**src/hdl/ssl_pkg.sv**
```systemverilog
`timescale 1ns / 1ps
// ----------------------------------------------------------------------------
// ssl_pkg
// shared constants, types and sigmoid table of the stochastic synapse learner
// ----------------------------------------------------------------------------
package ssl_pkg;

  localparam int MAX_SPIKES      = 1024;
  localparam int MAX_TRIALS      = 1024;
  localparam int SIGMOID_ENTRIES = 256;

  localparam int SPK_W = $clog2(MAX_SPIKES + 1);
  localparam int TRL_W = $clog2(MAX_TRIALS + 1);
  localparam int DVS_W = (SPK_W > TRL_W) ? SPK_W : TRL_W;

  // accumulator widths
  localparam int TP_W    = 18 + SPK_W - 1;
  localparam int PSUM_W  = 18 + TRL_W - 1;
  localparam int PSQ_W   = 33 + TRL_W - 1;
  localparam int CORR_W  = 42 + TRL_W - 1;
  localparam int ESUM_W  = 24 + TRL_W;
  localparam int DVD_W   = (CORR_W > TP_W) ? CORR_W : TP_W;
  localparam int CHKA_W  = TRL_W + PSQ_W;
  localparam int CHKB_W  = 2 * PSUM_W;
  localparam int CHK_W   = (CHKA_W > CHKB_W) ? CHKA_W : CHKB_W;

  localparam int CFG_IDX_W  = 3;
  localparam int CFG_DATA_W = 32;

  localparam int SIG_IDX_W  = $clog2(SIGMOID_ENTRIES);
  localparam int SIG_STEP   = 32768 / SIGMOID_ENTRIES;

  localparam logic [15:0] LEARN_RATE_RST   = 16'd655;
  localparam logic [15:0] DECAY_RST        = 16'd0;
  localparam logic [31:0] SEED_A_RST       = 32'd12345;
  localparam logic [31:0] SEED_B_RST       = 32'd23456;
  localparam logic [31:0] SEED_C_RST       = 32'd34567;
  localparam logic [31:0] SEED_LCG_RST     = 32'd45678;
  localparam logic signed [15:0] LOGIT_RST = 16'sd0;

  typedef enum logic [CFG_IDX_W-1:0] {
    CFG_LEARN_RATE  = 3'd0,
    CFG_DECAY       = 3'd1,
    CFG_SEED_A      = 3'd2,
    CFG_SEED_B      = 3'd3,
    CFG_SEED_C      = 3'd4,
    CFG_SEED_LCG    = 3'd5,
    CFG_START_LOGIT = 3'd6
  } cfg_idx_e;

  typedef enum logic [1:0] {
    OP_SPIKE  = 2'd0,
    OP_RECORD = 2'd1,
    OP_UPDATE = 2'd2,
    OP_IDLE   = 2'd3
  } op_e;

  typedef enum logic [2:0] {
    COMMIT_NONE  = 3'd0,
    COMMIT_SPIKE = 3'd1,
    COMMIT_REC   = 3'd2,
    COMMIT_UPD   = 3'd3,
    COMMIT_NOP   = 3'd4
  } commit_e;

  typedef enum logic [1:0] {
    DIV_TRIAL = 2'd0,
    DIV_CORR  = 2'd1,
    DIV_ERR   = 2'd2,
    DIV_PERT  = 2'd3
  } div_src_e;

  typedef struct packed {
    logic     accept;
    commit_e  commit;
    logic     apply;
    logic     div_start;
    div_src_e div_src;
    logic     ld_avg;
    logic     rec_mul;
    logic     upd_chk;
    logic     ld_avcorr;
    logic     ld_averr;
    logic     ld_avpert;
    logic     upd_mul1;
    logic     upd_inner;
    logic     upd_mul2;
    logic     upd_step;
  } ssl_cmd_t;

  typedef struct packed {
    logic div_done;
    logic upd_go;
  } ssl_status_t;

  typedef logic [15:0] sig_tab_t [SIGMOID_ENTRIES];

  // truncated q.62 product
  function automatic logic [63:0] mulq62(input logic [63:0] a, input logic [63:0] b);
    logic [127:0] p;
    p = {64'd0, a} * {64'd0, b};
    return p[125:62];
  endfunction

  function automatic logic [16:0] sig_pos(input logic [15:0] t);
    logic [63:0]  ec [16];
    logic [63:0]  e;
    logic [63:0]  den;
    logic [62:0]  num;
    logic [64:0]  rem;
    logic [62:0]  quo;
    ec[0] = (64'd1 << 62) - (64'd1 << 50) + (64'd1 << 37) - 64'd2796203 + 64'd171;
    for (int k = 1; k < 16; k++) begin
      ec[k] = mulq62(ec[k-1], ec[k-1]);
    end
    e = 64'd1 << 62;
    for (int k = 0; k < 16; k++) begin
      if (t[k]) begin
        e = mulq62(e, ec[k]);
      end
    end
    den = (64'd1 << 46) + (e >> 16);
    num = 63'((64'd1 << 62) + (den >> 1));
    rem = '0;
    quo = '0;
    // round(num/den) by shift and subtract
    for (int i = 62; i >= 0; i--) begin
      rem = {rem[63:0], num[i]};
      if (rem >= {1'b0, den}) begin
        rem = rem - {1'b0, den};
        quo[i] = 1'b1;
      end
    end
    return quo[16:0];
  endfunction

  function automatic sig_tab_t build_sig_tab();
    sig_tab_t   tab;
    int         x;
    logic [16:0] p;
    for (int i = 0; i < SIGMOID_ENTRIES; i++) begin
      x = (2 * i + 1) * SIG_STEP - 32768;
      if (x >= 0) begin
        p = sig_pos(16'(x));
      end else begin
        p = 17'd65536 - sig_pos(16'(-x));
      end
      tab[i] = (p > 17'd65535) ? 16'hFFFF : p[15:0];
    end
    return tab;
  endfunction

  localparam sig_tab_t SIG_TAB = build_sig_tab();

  function automatic logic [15:0] sig_lookup(input logic [15:0] q);
    logic [15:0] u;
    u = {~q[15], q[14:0]};
    return SIG_TAB[u[15 -: SIG_IDX_W]];
  endfunction

  localparam logic [15:0] PROB_RST = sig_lookup(LOGIT_RST);

endpackage

```
**src/hdl/ssl_ctrl.sv**
```systemverilog
`timescale 1ns / 1ps
// ----------------------------------------------------------------------------
// ssl_ctrl
// operation sequencer and result-valid flag
// ----------------------------------------------------------------------------
module ssl_ctrl (
  input  logic                  clk_i,
  input  logic                  rst_ni,
  input  logic                  in_valid_i,
  input  logic [1:0]            in_op_i,
  output logic                  in_ready_o,
  output logic                  out_valid_o,
  input  logic                  out_ready_i,
  output ssl_pkg::ssl_cmd_t     cmd_o,
  input  ssl_pkg::ssl_status_t  status_i
);

  typedef enum logic [15:0] {
    S_IDLE       = 16'h0001,
    S_SPIKE      = 16'h0002,
    S_NOP        = 16'h0004,
    S_REC_DIV    = 16'h0008,
    S_REC_MUL    = 16'h0010,
    S_REC_COMMIT = 16'h0020,
    S_UPD_CHK    = 16'h0040,
    S_UPD_CMP    = 16'h0080,
    S_DIV_CORR   = 16'h0100,
    S_DIV_ERR    = 16'h0200,
    S_DIV_PERT   = 16'h0400,
    S_UPD_MUL1   = 16'h0800,
    S_UPD_INNER  = 16'h1000,
    S_UPD_MUL2   = 16'h2000,
    S_UPD_STEP   = 16'h4000,
    S_UPD_COMMIT = 16'h8000
  } state_e;

  state_e state_q, state_d;
  logic   out_valid_q, out_valid_d;
  logic   apply_q, apply_d;
  logic   out_free;
  logic   accept;

  assign out_free   = !out_valid_q || out_ready_i;
  assign in_ready_o = (state_q == S_IDLE);
  assign accept     = in_valid_i && in_ready_o;

  always_comb begin
    state_d = state_q;
    apply_d = apply_q;
    cmd_o   = '0;
    cmd_o.accept = accept;
    case (state_q)
      S_IDLE: begin
        if (accept) begin
          case (in_op_i)
            ssl_pkg::OP_SPIKE:  state_d = S_SPIKE;
            ssl_pkg::OP_RECORD: begin
              cmd_o.div_start = 1'b1;
              cmd_o.div_src   = ssl_pkg::DIV_TRIAL;
              state_d         = S_REC_DIV;
            end
            ssl_pkg::OP_UPDATE: state_d = S_UPD_CHK;
            default:            state_d = S_NOP;
          endcase
        end
      end
      S_SPIKE: begin
        if (out_free) begin
          cmd_o.commit = ssl_pkg::COMMIT_SPIKE;
          state_d      = S_IDLE;
        end
      end
      S_NOP: begin
        if (out_free) begin
          cmd_o.commit = ssl_pkg::COMMIT_NOP;
          state_d      = S_IDLE;
        end
      end
      S_REC_DIV: begin
        if (status_i.div_done) begin
          cmd_o.ld_avg = 1'b1;
          state_d      = S_REC_MUL;
        end
      end
      S_REC_MUL: begin
        cmd_o.rec_mul = 1'b1;
        state_d       = S_REC_COMMIT;
      end
      S_REC_COMMIT: begin
        if (out_free) begin
          cmd_o.commit = ssl_pkg::COMMIT_REC;
          state_d      = S_IDLE;
        end
      end
      S_UPD_CHK: begin
        cmd_o.upd_chk = 1'b1;
        state_d       = S_UPD_CMP;
      end
      S_UPD_CMP: begin
        // skip the step on an empty epoch or zero variance
        apply_d = status_i.upd_go;
        if (status_i.upd_go) begin
          cmd_o.div_start = 1'b1;
          cmd_o.div_src   = ssl_pkg::DIV_CORR;
          state_d         = S_DIV_CORR;
        end else begin
          state_d = S_UPD_COMMIT;
        end
      end
      S_DIV_CORR: begin
        if (status_i.div_done) begin
          cmd_o.ld_avcorr = 1'b1;
          cmd_o.div_start = 1'b1;
          cmd_o.div_src   = ssl_pkg::DIV_ERR;
          state_d         = S_DIV_ERR;
        end
      end
      S_DIV_ERR: begin
        if (status_i.div_done) begin
          cmd_o.ld_averr  = 1'b1;
          cmd_o.div_start = 1'b1;
          cmd_o.div_src   = ssl_pkg::DIV_PERT;
          state_d         = S_DIV_PERT;
        end
      end
      S_DIV_PERT: begin
        if (status_i.div_done) begin
          cmd_o.ld_avpert = 1'b1;
          state_d         = S_UPD_MUL1;
        end
      end
      S_UPD_MUL1: begin
        cmd_o.upd_mul1 = 1'b1;
        state_d        = S_UPD_INNER;
      end
      S_UPD_INNER: begin
        cmd_o.upd_inner = 1'b1;
        state_d         = S_UPD_MUL2;
      end
      S_UPD_MUL2: begin
        cmd_o.upd_mul2 = 1'b1;
        state_d        = S_UPD_STEP;
      end
      S_UPD_STEP: begin
        cmd_o.upd_step = 1'b1;
        state_d        = S_UPD_COMMIT;
      end
      S_UPD_COMMIT: begin
        cmd_o.apply = apply_q;
        if (out_free) begin
          cmd_o.commit = ssl_pkg::COMMIT_UPD;
          state_d      = S_IDLE;
        end
      end
      default: state_d = S_IDLE;
    endcase
  end

  always_comb begin
    out_valid_d = out_valid_q;
    if (out_ready_i) begin
      out_valid_d = 1'b0;
    end
    if (cmd_o.commit != ssl_pkg::COMMIT_NONE) begin
      out_valid_d = 1'b1;
    end
  end

  always_ff @(posedge clk_i or negedge rst_ni) begin
    if (!rst_ni) begin
      state_q     <= S_IDLE;
      out_valid_q <= 1'b0;
      apply_q     <= 1'b0;
    end else begin
      state_q     <= state_d;
      out_valid_q <= out_valid_d;
      apply_q     <= apply_d;
    end
  end

  assign out_valid_o = out_valid_q;

`ifndef NO_ASSERTIONS
  a_commit_slot_free: assert property (@(posedge clk_i) disable iff (!rst_ni)
    (cmd_o.commit != ssl_pkg::COMMIT_NONE) |-> (!out_valid_q || out_ready_i))
    else $error("result committed over an untaken result");

  a_accept_leaves_idle: assert property (@(posedge clk_i) disable iff (!rst_ni)
    (in_valid_i && in_ready_o) |=> (state_q != S_IDLE))
    else $error("accepted operation not started");

  a_div_done_expected: assert property (@(posedge clk_i) disable iff (!rst_ni)
    status_i.div_done |-> (state_q == S_REC_DIV || state_q == S_DIV_CORR ||
                           state_q == S_DIV_ERR || state_q == S_DIV_PERT))
    else $error("divider finished outside a wait state");
`endif

endmodule

```
**config.mk**
```make
export PLATFORM = sky130hd
export DESIGN_NAME = ssl_ctrl
export DESIGN_NICKNAME = d
export VERILOG_FILES = /design/src/hdl/ssl_pkg.sv /design/src/hdl/ssl_ctrl.sv
export SDC_FILE = /design/constraint.sdc
export NUM_CORES = 1
export LEC_CHECK = 0
export CORE_ASPECT_RATIO = 1.4
export CORE_MARGIN = 1
export CORE_UTILIZATION = 60
export CTS_CLUSTER_DIAMETER = 80
export DETAILED_ROUTE_END_ITERATION = 10
export DONT_BUFFER_PORTS = 1
export GPL_TIMING_DRIVEN = 0
export MAX_ROUTING_LAYER = met4
export PLACE_DENSITY_LB_ADDON = 0.25
export SYNTH_ARGS = -nofsm -noshare
export SYNTH_HDL_FRONTEND = slang
export SYNTH_SLANG_ARGS = --single-unit
```
**constraint.sdc**
```tcl
create_clock -name clk_i -period 5.15 [get_ports clk_i]
set_clock_uncertainty 0.2 [all_clocks]
set_input_delay 0.7725 -clock clk_i [delete_from_list [all_inputs] [get_ports clk_i]]
set_output_delay 0.7725 -clock clk_i [all_outputs]
set_load 0.05 [all_outputs]
```
* After elaboration in Yosys (flattened, before gate mapping) *
Index checks and enable logic that the tools add are counted.

word-level totals
  latch bits = 0
  logic and storage cells = 69
  output and inout port bits = 20
  register bits = 18
  memories kept = 0
  input port bits = 8
  RAM bits = 0
  bits in read-only memories = 0

cells by class
  multiplexer cells = 34
  $add $sub $neg = 0
  shift-type cells = 0
  bitwise operators = 0
  multiply operators = 0
  div/mod/pow operators = 0
  reductions and logical operators = 8
  magnitude comparators = 0
  eq/ne operators = 24

operators with widths
  kind                                             number
  one-hot mux 16 bit (13 select lines)             1
  two-way mux 16 bit                               7
  one-hot mux 3 bit (4 select lines)               2
  one-hot mux 7 bit (3 select lines)               1
  two-way mux 3 bit                                6
  == test 16 x 1 -> 1 bit, second input constant   1
  == test 16 x 10 -> 1 bit, second input constant  1
  == test 16 x 11 -> 1 bit, second input constant  1
  == test 16 x 12 -> 1 bit, second input constant  1
  == test 16 x 13 -> 1 bit, second input constant  1
  == test 16 x 14 -> 1 bit, second input constant  1
  == test 16 x 15 -> 1 bit, second input constant  1
  == test 16 bit, second input constant            1
  == test 16 x 2 -> 1 bit, second input constant   1
  == test 16 x 3 -> 1 bit, second input constant   1
  == test 16 x 4 -> 1 bit, second input constant   1
  == test 16 x 5 -> 1 bit, second input constant   1
  == test 16 x 6 -> 1 bit, second input constant   1
  == test 16 x 7 -> 1 bit, second input constant   1
  == test 16 x 8 -> 1 bit, second input constant   1
  == test 16 x 9 -> 1 bit, second input constant   1
  two-way mux 1 bit                                15
  != test 2 bit, second input constant             4
  AND reduction 6 bit                              1
  11 further kinds                                 13

* Logic depth before layout (Yosys ltp) *
Gate-level depths: netlist of the first run.

  depth after elaboration = 6
  depth in mapped cells = 7
  depth with buffers taken out = 5

* Worst setup path before layout of the first run *
No wires, ideal clock.

  path type = flip-flop to output port
  start point = reg state_q[9]
  end point = out cmd_o[16] (netlist name)
  cell stages (with the launch flop) = 6
  path buffers = 2
  data arrival time = 3,215 ps
  setup slack = 962 ps
  data required time = 4,178 ps
  cell sequence = dfrtp_1 -> buf_6 -> or4_4 -> or3_1 -> buf_6 -> nor4b_1

RTL lines
  item                      RTL line         source
  start: declaration        ssl_ctrl.sv:37   state_e state_q, state_d;
  start signal: assignment  ssl_ctrl.sv:175  state_q <= state_d;
  end: declaration          ssl_ctrl.sv:14   output ssl_pkg::ssl_cmd_t cmd_o,

==> summary.md, run 1 <==
| Metric | Value |
|---|---|
| Run status | complete, no violations |
| Post-synthesis sequential area ratio | 0.345 |
| CTS Hold Buffers Added | 1 |
| Wirelength per Cell | 16.8 µm |
| PostCTS Resize Cnt | 0 |
| Antenna Cells | 0 |
| Yosys warnings | 0 |
| Non-filler cells, final | 181 |
| Sum Neg Setup Slack | 0 ns |
| Die Ht | 57.3 µm |
| Post-synth EDFFs | 0 |
| Synthesized cell area | 1310 µm² |
| Yosys cell types | 50 |
| Fin nets | 169 |
| CTS Buf Count | 3 |
| Fin. max-slew vios | 0 |
| First-pass GRT wire length | 4970 µm |
| Initial DRC count | 40 |
| Number of global-route vias before repair | 1060 |
| Top cells by count, synth | nor2_1 (24), dfrtp_1 (17), nand3_1 (9) |
| Die width | 41.5 µm |
| Max Cap Viol | 0 |
| Synth top area cells | dfrtp_1 (33%), nor2_1 (6.9%), xor2_1 (4.0%), nand3_1 (3.4%), nand4_1 (2.4%) |
| Max Freq | 238 MHz |
| Fin crit share | 0.814 |
| Drc violations | 0 |
| Setup Fix Bufs, Post-CTS | 0 |
| Leakage | 0.692 nW |
| RD Place Congestion | 0.925 |
| Nature of the critical path startpoint | flop |
| Buffers on Ports | 0 |
| Clk Tree Root Cell | clkbuf_4 |
| Layout cells sized above 1 | 0.163 |
| RSZ-0062 raised after global routing | false |
| Worst slew margin | 0.129 |
| Flop2flop setup slack | 2.19 ns |
| Endpoints failing hold | 0 |
| Detailed placement HPWL | 2230 µm |
| Row count | 19 |
| Most common cell in the netlist | nor2_1 |
| Post-synth top area share | 0.325 |
| H-Tree Level Count | 1 |
| Clock transition at the registers of the reported paths | 0.09 ns |
| Min Hold Slack | 0.107 ns |
| Reg2reg start | state_q[0]$_DFFE_PN1P_ |
| GRT overflow | 0 |
| Vias per Instance | 6.48 |
| Worst setup EP type | primary output |
| Largest area contributor in the netlist | dfrtp_1 |
| Arr. time, crit path | 3.22 ns |
| CTS sink cnt | 18 |
| Pin count of the biggest net entering global routing | 18 |
| Placed instance count | 176 |
| Vias | 1173 |
| Die area | 2370 µm² |
| Pre-antenna DRT Iters | 4 |
| Endpoints failing setup | 0 |
| Worst path required time | 4.18 ns |
| Net count of the mapped netlist | 161 |
| Post-route ant nets | 0 |
| Total chip power | 0.696 mW |
| Post-Route Utilization | 0.707 |
| Async S/R FF share, synth | 1.00 |
| Synth Instances | 153 |
| Starting Density | 0.655 |
| Core ar. | 2000 µm² |
| WS Path Type | reg2out |
| Synthesis-to-layout area growth | 7.84% |
| Power density over the cells | 493 nW/µm² |
| Yosys reg bits | 18 |
| Post-route minimum period | 4.19 ns |
| CP Max Fanout | 8 |
| Clk buf depth | 2 |
| Worst Tran Pin Value | 1.29 ns |
| DRT Wirelength | 3040 µm |
| All-Layer GR Usage | 0.279 |
| Max VDD drop | 362 µV |
| Initial antenna violation count | 0 |
| R2R depth | 5 |
| Critical R2R Capture | state_q[1]$_DFFE_PN0P_ |
| Clk Latency, worst-skew pair | 0.31 ns |
| Boundary Pins | 28 |
| Top_reg_cell synth | dfrtp_1 |
| Syn avg cell area | 8.55 µm² |
| CTS tree | done |
| HP Class | in2async |
registers in the layout, indices dropped and copies added (netlist names):
signal and flops:
apply_q 1, out_valid_o 1, state_q 16
per-layer routing:
layer  vias up  track usage  part of all wire
met1       549        0.359              0.44
met2        48        0.442              0.50
met3         7       0.0411             0.049
met5         -            -                 0
li1        569            -                 -
met4         0        0.106             0.018
metrics by stage:
| step | setup slack, ns | instance area [µm²] |
|---|---|---|
| after floorplan | 0.962 | 1310 |
| after global placement | 0.835 | 1340 |
| after detailed placement | 1.30 | 1380 |
| after CTS | 0.968 | 1410 |
| after global routing | 0.831 | 1410 |
| final | 0.956 | 1410 |
where the power goes:
group          switching (mW)  internal, mW  total (mW)
sequential             0.0190         0.167       0.186
combinational           0.291         0.143       0.434
clock                  0.0458        0.0302      0.0760
cell usage in the layout, fill, tap and decap left out, types with 2 or more instances in the layout:
master     n
and4b_1    2
buf_2      3
buf_4      2
buf_6      2
clkbuf_1   8
clkbuf_4   3
dfrtp_1   17
inv_1      5
mux2_4     2
nand2_1    8
nand2b_1   4
nand3_1    9
nand4_1    5
nor2_1    24
nor3_1     5
nor3b_1    2
nor3b_2    2
nor4_1     4
nor4b_1    2
o21ai_0    5
o31ai_1    2
or2_2      2
or4_1      3
xor2_1     6
worst max-delay path by stage:
stage,start,to,slack [ns],cells after the start
global route,state_q[1]$_DFFE_PN0P_,cmd_o[3],0.83,5
CTS,state_q[1]$_DFFE_PN0P_,cmd_o[3],0.97,5
finish,state_q[1]$_DFFE_PN0P_,cmd_o[3],0.96,5
detailed placement,state_q[1]$_DFFE_PN0P_,cmd_o[3],1.30,5
floorplan,state_q[9]$_DFFE_PN0P_,cmd_o[16],0.96,5
global placement,state_q[1]$_DFFE_PN0P_,cmd_o[3],0.83,5
cell type report:
type / instances / area [µm²]
well taps: 21 / 26.3
clock buffers: 4 / 26.3
flip-flops and latches: 18 / 452
fillers: 176 / 586
repair buffers: 3 / 21.3
multi-input cells: 117 / 796
plain buffers: 13 / 71.3
inverters: 5 / 18.8
cells by family after synthesis:
logic type,after synthesis,synth area share
mux,3,0.0306
buf+inv,18,0.0688
simple gates,87,0.378
xor+xnor,6,0.0402
flops,18,0.345
compound gates,21,0.138
critical path, stage by stage (launching register included):
cell,delay (ns)
dfrtp_1,0.37
clkbuf_1,0.19
or4_1,0.64
or2_2,0.39
nor2_1,0.21
nor4bb_2,1.12
(Power assumes the default switching activity.)
==> inputs of run 2 (changes only) <==
Clock period 5.15 ns to 3.9 ns, I/O delays scaled along.
==> run 2 against run 1 <==
Sequential cell count did not move. Clock-buffer cell count unchanged. Worst setup slack got worse by 0.84 ns. Via count rose by 2.8%. Largest power group unchanged. Register-to-register slack got worse by 1.1 ns. Critical endpoint is now cmd_o[14].
==> summary.md, run 2 (synthesis results as in run 1) <==
| Metric | Value |
|---|---|
| Met1 usage | 0.316 (was 0.359) |
| Worst slew margin | 0.218 (was 0.129) |
| All-Layer GR Usage | 0.289 (was 0.279) |
| Power density over the cells | 662 nW/µm² (was 493 nW/µm²) |
| Gate power share | 0.615 (was 0.624) |
| Clock transition at the registers of the reported paths | 0.11 ns (was 0.09 ns) |
| Clock share of power | 0.128 (was 0.109) |
| Nature of the critical path startpoint | flop (unchanged) |
| Non-filler cells, final | 181 (unchanged) |
| Leakage | 0.701 nW (was 0.692 nW) |
| Die area | 2370 µm² (unchanged) |
| Arr. time, crit path | 3.00 ns (was 3.22 ns) |
| Vias per Instance | 6.66 (was 6.48) |
| NetSw | 0.477 mW (was 0.355 mW) |
| Grt met2 use | 0.487 (was 0.442) |
| CTS tree | done (unchanged) |
| Drc violations | 0 (unchanged) |
| Most flops, register | state_q (unchanged) |
| CTS sink cnt | 18 (unchanged) |
| Pre-antenna DRT Iters | 4 (unchanged) |
| Met3 Use GR | 0.0380 (was 0.0411) |
| Seq pwr share | 0.257 (was 0.267) |
| Placed instance count | 176 (unchanged) |
| Max VDD drop | 379 µV (was 362 µV) |
| Synthesis-to-layout area growth | 10.1% (was 7.84%) |
| Row count | 19 (unchanged) |
| Final instance area | 1440 µm² (was 1410 µm²) |
| Post-Route Utilization | 0.722 (was 0.707) |
| Setup Fix Bufs, Post-CTS | 0 (unchanged) |
| Wirelength per Cell | 17.1 µm (was 16.8 µm) |
| Buffers on Ports | 0 (unchanged) |
| Clk Tree Root Cell | clkbuf_4 (unchanged) |
| GRT overflow | 0 (unchanged) |
| Run status | complete, no violations (unchanged) |
| Placement Cell Area | 1380 µm² (unchanged) |
| Most Crowded Layer GR | met2 (unchanged) |
| Initial DRC count | 38 (was 40) |
| Int Pwr | 0.477 mW (was 0.341 mW) |
| Vias | 1206 (was 1173) |
| Detailed placement HPWL | 2290 µm (was 2230 µm) |
| DRT Wirelength | 3090 µm (was 3040 µm) |
| Layout cells sized above 1 | 0.175 (was 0.163) |
| Die width | 41.5 µm (unchanged) |
| WS Path Type | reg2out (unchanged) |
| Max reg flops | 16 (unchanged) |
| Endpoints failing hold | 0 (unchanged) |
| Die Ht | 57.3 µm (unchanged) |
| Endpoints failing setup | 0 (unchanged) |
| Antenna Cells | 0 (unchanged) |
| RD Place Congestion | 0.853 (was 0.925) |
| Max Cap Viol | 0 (unchanged) |
| Number of global-route vias before repair | 1171 (was 1060) |
| Fin. max-slew vios | 0 (unchanged) |
| First-pass GRT wire length | 5110 µm (was 4970 µm) |
| HP Class | in2reg (was in2async) |
| Worst Tran Pin Value | 1.17 ns (was 1.29 ns) |
| Worst setup EP type | primary output (unchanged) |
| Min Hold Slack | 0.121 ns (was 0.107 ns) |
| Commonest non-fill, non-tap cells in the layout | nor2_1 (24), dfrtp_1 (17), nand3_1 (9), nand2_1 (8), clkbuf_1 (7) (was nor2_1 (24), dfrtp_1 (17), nand3_1 (9), clkbuf_1 (8), nand2_1 (8)) |
| Worst path required time | 3.12 ns (was 4.18 ns) |
| Max Freq | 264 MHz |
| Pin count of the biggest net entering global routing | 19 (was 18) |
| H-Tree Level Count | 1 (unchanged) |
| Total chip power | 0.955 mW (was 0.696 mW) |
| Sw Ratio | 0.500 (was 0.511) |
| Post-route minimum period | 3.79 ns |
| Initial antenna violation count | 0 (unchanged) |
| Fill count | 164 (was 176) |
| Fin crit share | 0.971 |
| Most common cell after layout, fill and taps aside | nor2_1 (unchanged) |
| RSZ-0062 raised after global routing | false (unchanged) |
| Clk Latency, worst-skew pair | 0.32 ns (was 0.31 ns) |
| Post-route ant nets | 0 (unchanged) |
| CTS Buf Count | 3 (unchanged) |
| Starting Density | 0.655 (unchanged) |
| CP Max Fanout | 8 (unchanged) |
| Boundary Pins | 28 (unchanged) |
| Fin nets | 169 (unchanged) |
| Clk buf depth | 2 (unchanged) |
| Core ar. | 2000 µm² (unchanged) |
[run 2: final timing paths]
| check | cells past startpoint | startpoint | slack, ns | to |
|---|---|---|---|---|
| max reg2reg | 6 | state_q[8]$_DFFE_PN0P_ | 1.10 | state_q[2]$_DFFE_PN0P_ |
| min reg2reg | 2 | apply_q$_DFFE_PN0N_ | 0.29 | apply_q$_DFFE_PN0N_ |
| max in group asynchronous | 1 | rst_ni | 2.40 | state_q[3]$_DFFE_PN0P_ |
| min in group asynchronous | 1 | rst_ni | 0.59 | state_q[6]$_DFFE_PN0P_ |
| min | 1 | in_op_i[0] | 0.12 | state_q[6]$_DFFE_PN0P_ |
| max | 6 | state_q[1]$_DFFE_PN0P_ | 0.11 | cmd_o[14] |
[run 2: layout make-up]
class	instances	area [µm²]	share of cell area
multi-input cells	117	816	0.566
flip-flops and latches	18	452	0.313
plain buffers	13	71.3	0.0495
clock buffers	4	36.3	0.0252
well taps	21	26.3	0.0182
repair buffers	3	21.3	0.0148
inverters	5	18.8	0.0130
[run 2: per-layer routing]
metal,up-vias,part of all wire,wire (µm)
li1,571,-,-
met1,581,0.41,1270
met2,45,0.51,1580
met3,9,0.045,139
met4,0,0.032,99
met5,-,0,0
[run 2: power groups by stage]
stage               sequential, mW  combinational (mW)  clock [mW]
global route                 0.248               0.630       0.129
detailed placement           0.249               0.556           0
finish                       0.246               0.587       0.122
floorplan                    0.244               0.471           0
CTS                          0.245               0.576       0.123
global placement             0.247               0.535           0
[run 2: repair_timing]
action	in CTS	in global routing
gates resized for setup	2	1
cloned	0	0
endpoints found under the setup margin	2	2
endpoints found under the hold margin	18	0
hold buffers	1	0
[run 2: per-stage QoR]
stage / setup TNS (ns) / setup WS, ns
after floorplan: 0 / 0.117
after global placement: -0.0874 / -0.0874
after detailed placement: 0 / 0.292
after CTS: 0 / 0.0755
after global routing: 0 / 0.00386
final: 0 / 0.114
[run 2: critical path, stage by stage, from the launching register on]
cell	delay (ns)
dfrtp_1	0.37
clkbuf_1	0.20
or4_1	0.65
or2_2	0.39
inv_1	0.07
nand4_1	0.17
a21oi_1	0.85
==> inputs of run 3 (changes only) <==
Settings changed: GPL_TIMING_DRIVEN 0 to 1.
==> run 3 against run 2 <==
Routed wire length is 3.6% lower. Cell count is the same. Sequential share of layout area shrank 0.22 points. Total power decreased by 1.6%. Core utilization up 0.50 points. Sequential cell count did not move. Critical path type unchanged.
==> summary.md, run 3 (synthesis results as in run 1) <==
| Metric | Value |
|---|---|
| CTS tree | done (unchanged) |
| Buffers on Ports | 0 (unchanged) |
| Register area | 452 µm² (unchanged) |
| Placement Cell Area | 1410 µm² (was 1380 µm²) |
| Run status | complete, no violations (unchanged) |
| Max Cap Viol | 0 (unchanged) |
| Gate power share | 0.563 (was 0.615) |
| Seq pwr share | 0.309 (was 0.257) |
| All-Layer GR Usage | 0.290 (was 0.289) |
| Layout cells sized above 1 | 0.219 (was 0.175) |
| Detailed placement HPWL | 2240 µm (was 2290 µm) |
| Worst path required time | 3.12 ns (about the same) |
| Die width | 41.5 µm (unchanged) |
| CTS Buf Count | 3 (unchanged) |
| Starting Density | 0.655 (unchanged) |
| Die area | 2370 µm² (unchanged) |
| HP Class | in2reg (unchanged) |
| CP top delay family | simple AND/OR/NAND/NOR gates (unchanged) |
| First-pass GRT wire length | 5110 µm (about the same) |
| Max VDD drop | 397 µV (was 379 µV) |
| CTS sink cnt | 18 (unchanged) |
| Largest stage delay on the critical path | 0.60 ns (was 0.85 ns) |
| Nature of the critical path startpoint | flop (unchanged) |
| Sum Neg Setup Slack | 0 ns (unchanged) |
| Antenna Cells | 0 (unchanged) |
| Wirelength per Cell | 16.5 µm (was 17.1 µm) |
| Int Pwr | 0.475 mW (was 0.477 mW) |
| Sw Ratio | 0.494 (was 0.500) |
| H-Tree Level Count | 1 (unchanged) |
| Fin. max-slew vios | 0 (unchanged) |
| Die Ht | 57.3 µm (unchanged) |
| Vias per Instance | 6.66 (about the same) |
| Worst setup EP type | primary output (unchanged) |
| Setup Fix Bufs, Post-CTS | 0 (unchanged) |
| Min Hold Slack | 0.143 ns (was 0.121 ns) |
| Worst slew margin | 0.467 (was 0.218) |
| Final instance area | 1450 µm² (was 1440 µm²) |
| Clock share of power | 0.128 (about the same) |
| WS Path Type | reg2out (unchanged) |
| Commonest non-fill, non-tap cells in the layout | nor2_1 (24), dfrtp_1 (17), buf_4 (15), nand3_1 (9), nand2_1 (8) (was nor2_1 (24), dfrtp_1 (17), nand3_1 (9), nand2_1 (8), clkbuf_1 (7)) |
| Post-route ant nets | 0 (unchanged) |
| Initial DRC count | 52 (was 38) |
| Pin count of the biggest net entering global routing | 19 (unchanged) |
| Multi-input gate area | 796 µm² (was 816 µm²) |
| DRT Wirelength | 2980 µm (was 3090 µm) |
| Most flops, register | state_q (unchanged) |
| NetSw | 0.464 mW (was 0.477 mW) |
| Max Freq | 286 MHz (was 264 MHz) |
| Endpoints failing setup | 0 (unchanged) |
| Vias | 1205 (was 1206) |
| Number of global-route vias before repair | 1218 (was 1171) |
| Power density over the cells | 647 nW/µm² (was 662 nW/µm²) |
| Leakage | 0.728 nW (was 0.701 nW) |
| Endpoints failing hold | 0 (unchanged) |
| Max reg flops | 16 (unchanged) |
| Fill count | 161 (was 164) |
| Post-Route Utilization | 0.727 (was 0.722) |
| Synthesis-to-layout area growth | 10.9% (was 10.1%) |
| Fin crit share | 0.897 (was 0.971) |
| Clk Latency, worst-skew pair | 0.31 ns (was 0.32 ns) |
| CP Max Fanout | 8 (unchanged) |
| PostCTS Resize Cnt | 0 (was 2) |
| RD Place Congestion | 0.958 (was 0.853) |
| Post-route minimum period | 3.50 ns (was 3.79 ns) |
| Initial antenna violation count | 0 (unchanged) |
| CP Buf/Inv Count | 0 (was 2) |
| Row count | 19 (unchanged) |
| GRT overflow | 0 (unchanged) |
| Fin nets | 169 (unchanged) |
| Crit-path cells | or4_1 -> nor2_1 -> nand4_1 -> or3b_2 -> nand2_1 (was clkbuf_1 -> or4_1 -> or2_2 -> inv_1 -> nand4_1 -> a21oi_1) |
| Clk Tree Root Cell | clkbuf_4 (unchanged) |
| Critical-path top delay cell | or4_1 (was a21oi_1) |
| Core ar. | 2000 µm² (unchanged) |
| Pre-antenna DRT Iters | 4 (unchanged) |
| Clk buf depth | 2 (unchanged) |
| Worst Tran Pin Value | 0.796 ns (was 1.17 ns) |
| Most common cell after layout, fill and taps aside | nor2_1 (unchanged) |
| Boundary Pins | 28 (unchanged) |
| Clock transition at the registers of the reported paths | 0.10 ns (was 0.11 ns) |
| RSZ-0062 raised after global routing | false (unchanged) |
| Drc violations | 0 (unchanged) |
| Arr. time, crit path | 2.71 ns (was 3.00 ns) |
run 3: cell types whose count changed in the layout (fill, tap and decap cells not counted), moves of 2 or more:
cell      before  now
buf_2          3    0
buf_4          2   15
clkbuf_1       7    0
buf_6          2    0
run 3: repair_timing:
| action | CTS | global route |
|---|---|---|
| endpoints found under the setup margin | 0 | 0 |
| hold buffers | 1 | 0 |
| hold endpoints to repair | 18 | 0 |
run 3: power by group through the flow:
stage / combinational [mW] / sequential (mW) / clock, mW
global placement: 0.507 / 0.289 / 0
finish: 0.529 / 0.290 / 0.120
detailed placement: 0.514 / 0.290 / 0
global route: 0.575 / 0.297 / 0.128
floorplan: 0.471 / 0.244 / 0
CTS: 0.525 / 0.287 / 0.122
run 3: path summary, 6_finish.rpt:
kind,from,slack (ns),depth (start not counted),end
setup / recovery,state_q[4]$_DFFE_PN0P_,0.40,5,cmd_o[10]
hold / removal,in_op_i[0],0.14,1,state_q[6]$_DFFE_PN0P_
setup reg to reg,state_q[4]$_DFFE_PN0P_,1.28,6,state_q[2]$_DFFE_PN0P_
hold reg to reg,apply_q$_DFFE_PN0N_,0.30,2,apply_q$_DFFE_PN0N_
max in group asynchronous,rst_ni,2.41,1,state_q[13]$_DFFE_PN0P_
min in group asynchronous,rst_ni,0.60,1,state_q[1]$_DFFE_PN0P_
run 3: area by class of cell:
cell class,instances,share of cell area
multi-input combinational,117,0.548
sequential,18,0.311
timing repair buffer,16,0.0845
clock buffer,4,0.0250
tap,21,0.0181
inverter,5,0.0129
run 3: worst reg2reg max path, stage by stage, from the launching register on:
cell	delay, ns
dfrtp_1	0.48
or4_1	0.61
or3_1	0.51
nor2_2	0.22
buf_4	0.23
and3_1	0.19
mux2_4	0.14
run 3: metrics by stage:
step           setup WS [ns]  instances  power [mW]
6_report               0.402        181       0.939
5_1_grt                0.336        181       0.999
4_1_cts                0.434        181       0.934
3_5_place_dp           0.833        176       0.805
3_3_place_gp           0.839        176       0.796
2_1_floorplan          0.117        153       0.714
run 3: metal layers:
| layer | global-route usage | share of wire | routed length [µm] |
|---|---|---|---|
| met5 | - | 0 | 0 |
| met4 | 0.198 | 0.029 | 85 |
| met3 | 0.0538 | 0.050 | 149 |
| met1 | 0.311 | 0.40 | 1200 |
| met2 | 0.480 | 0.52 | 1540 |
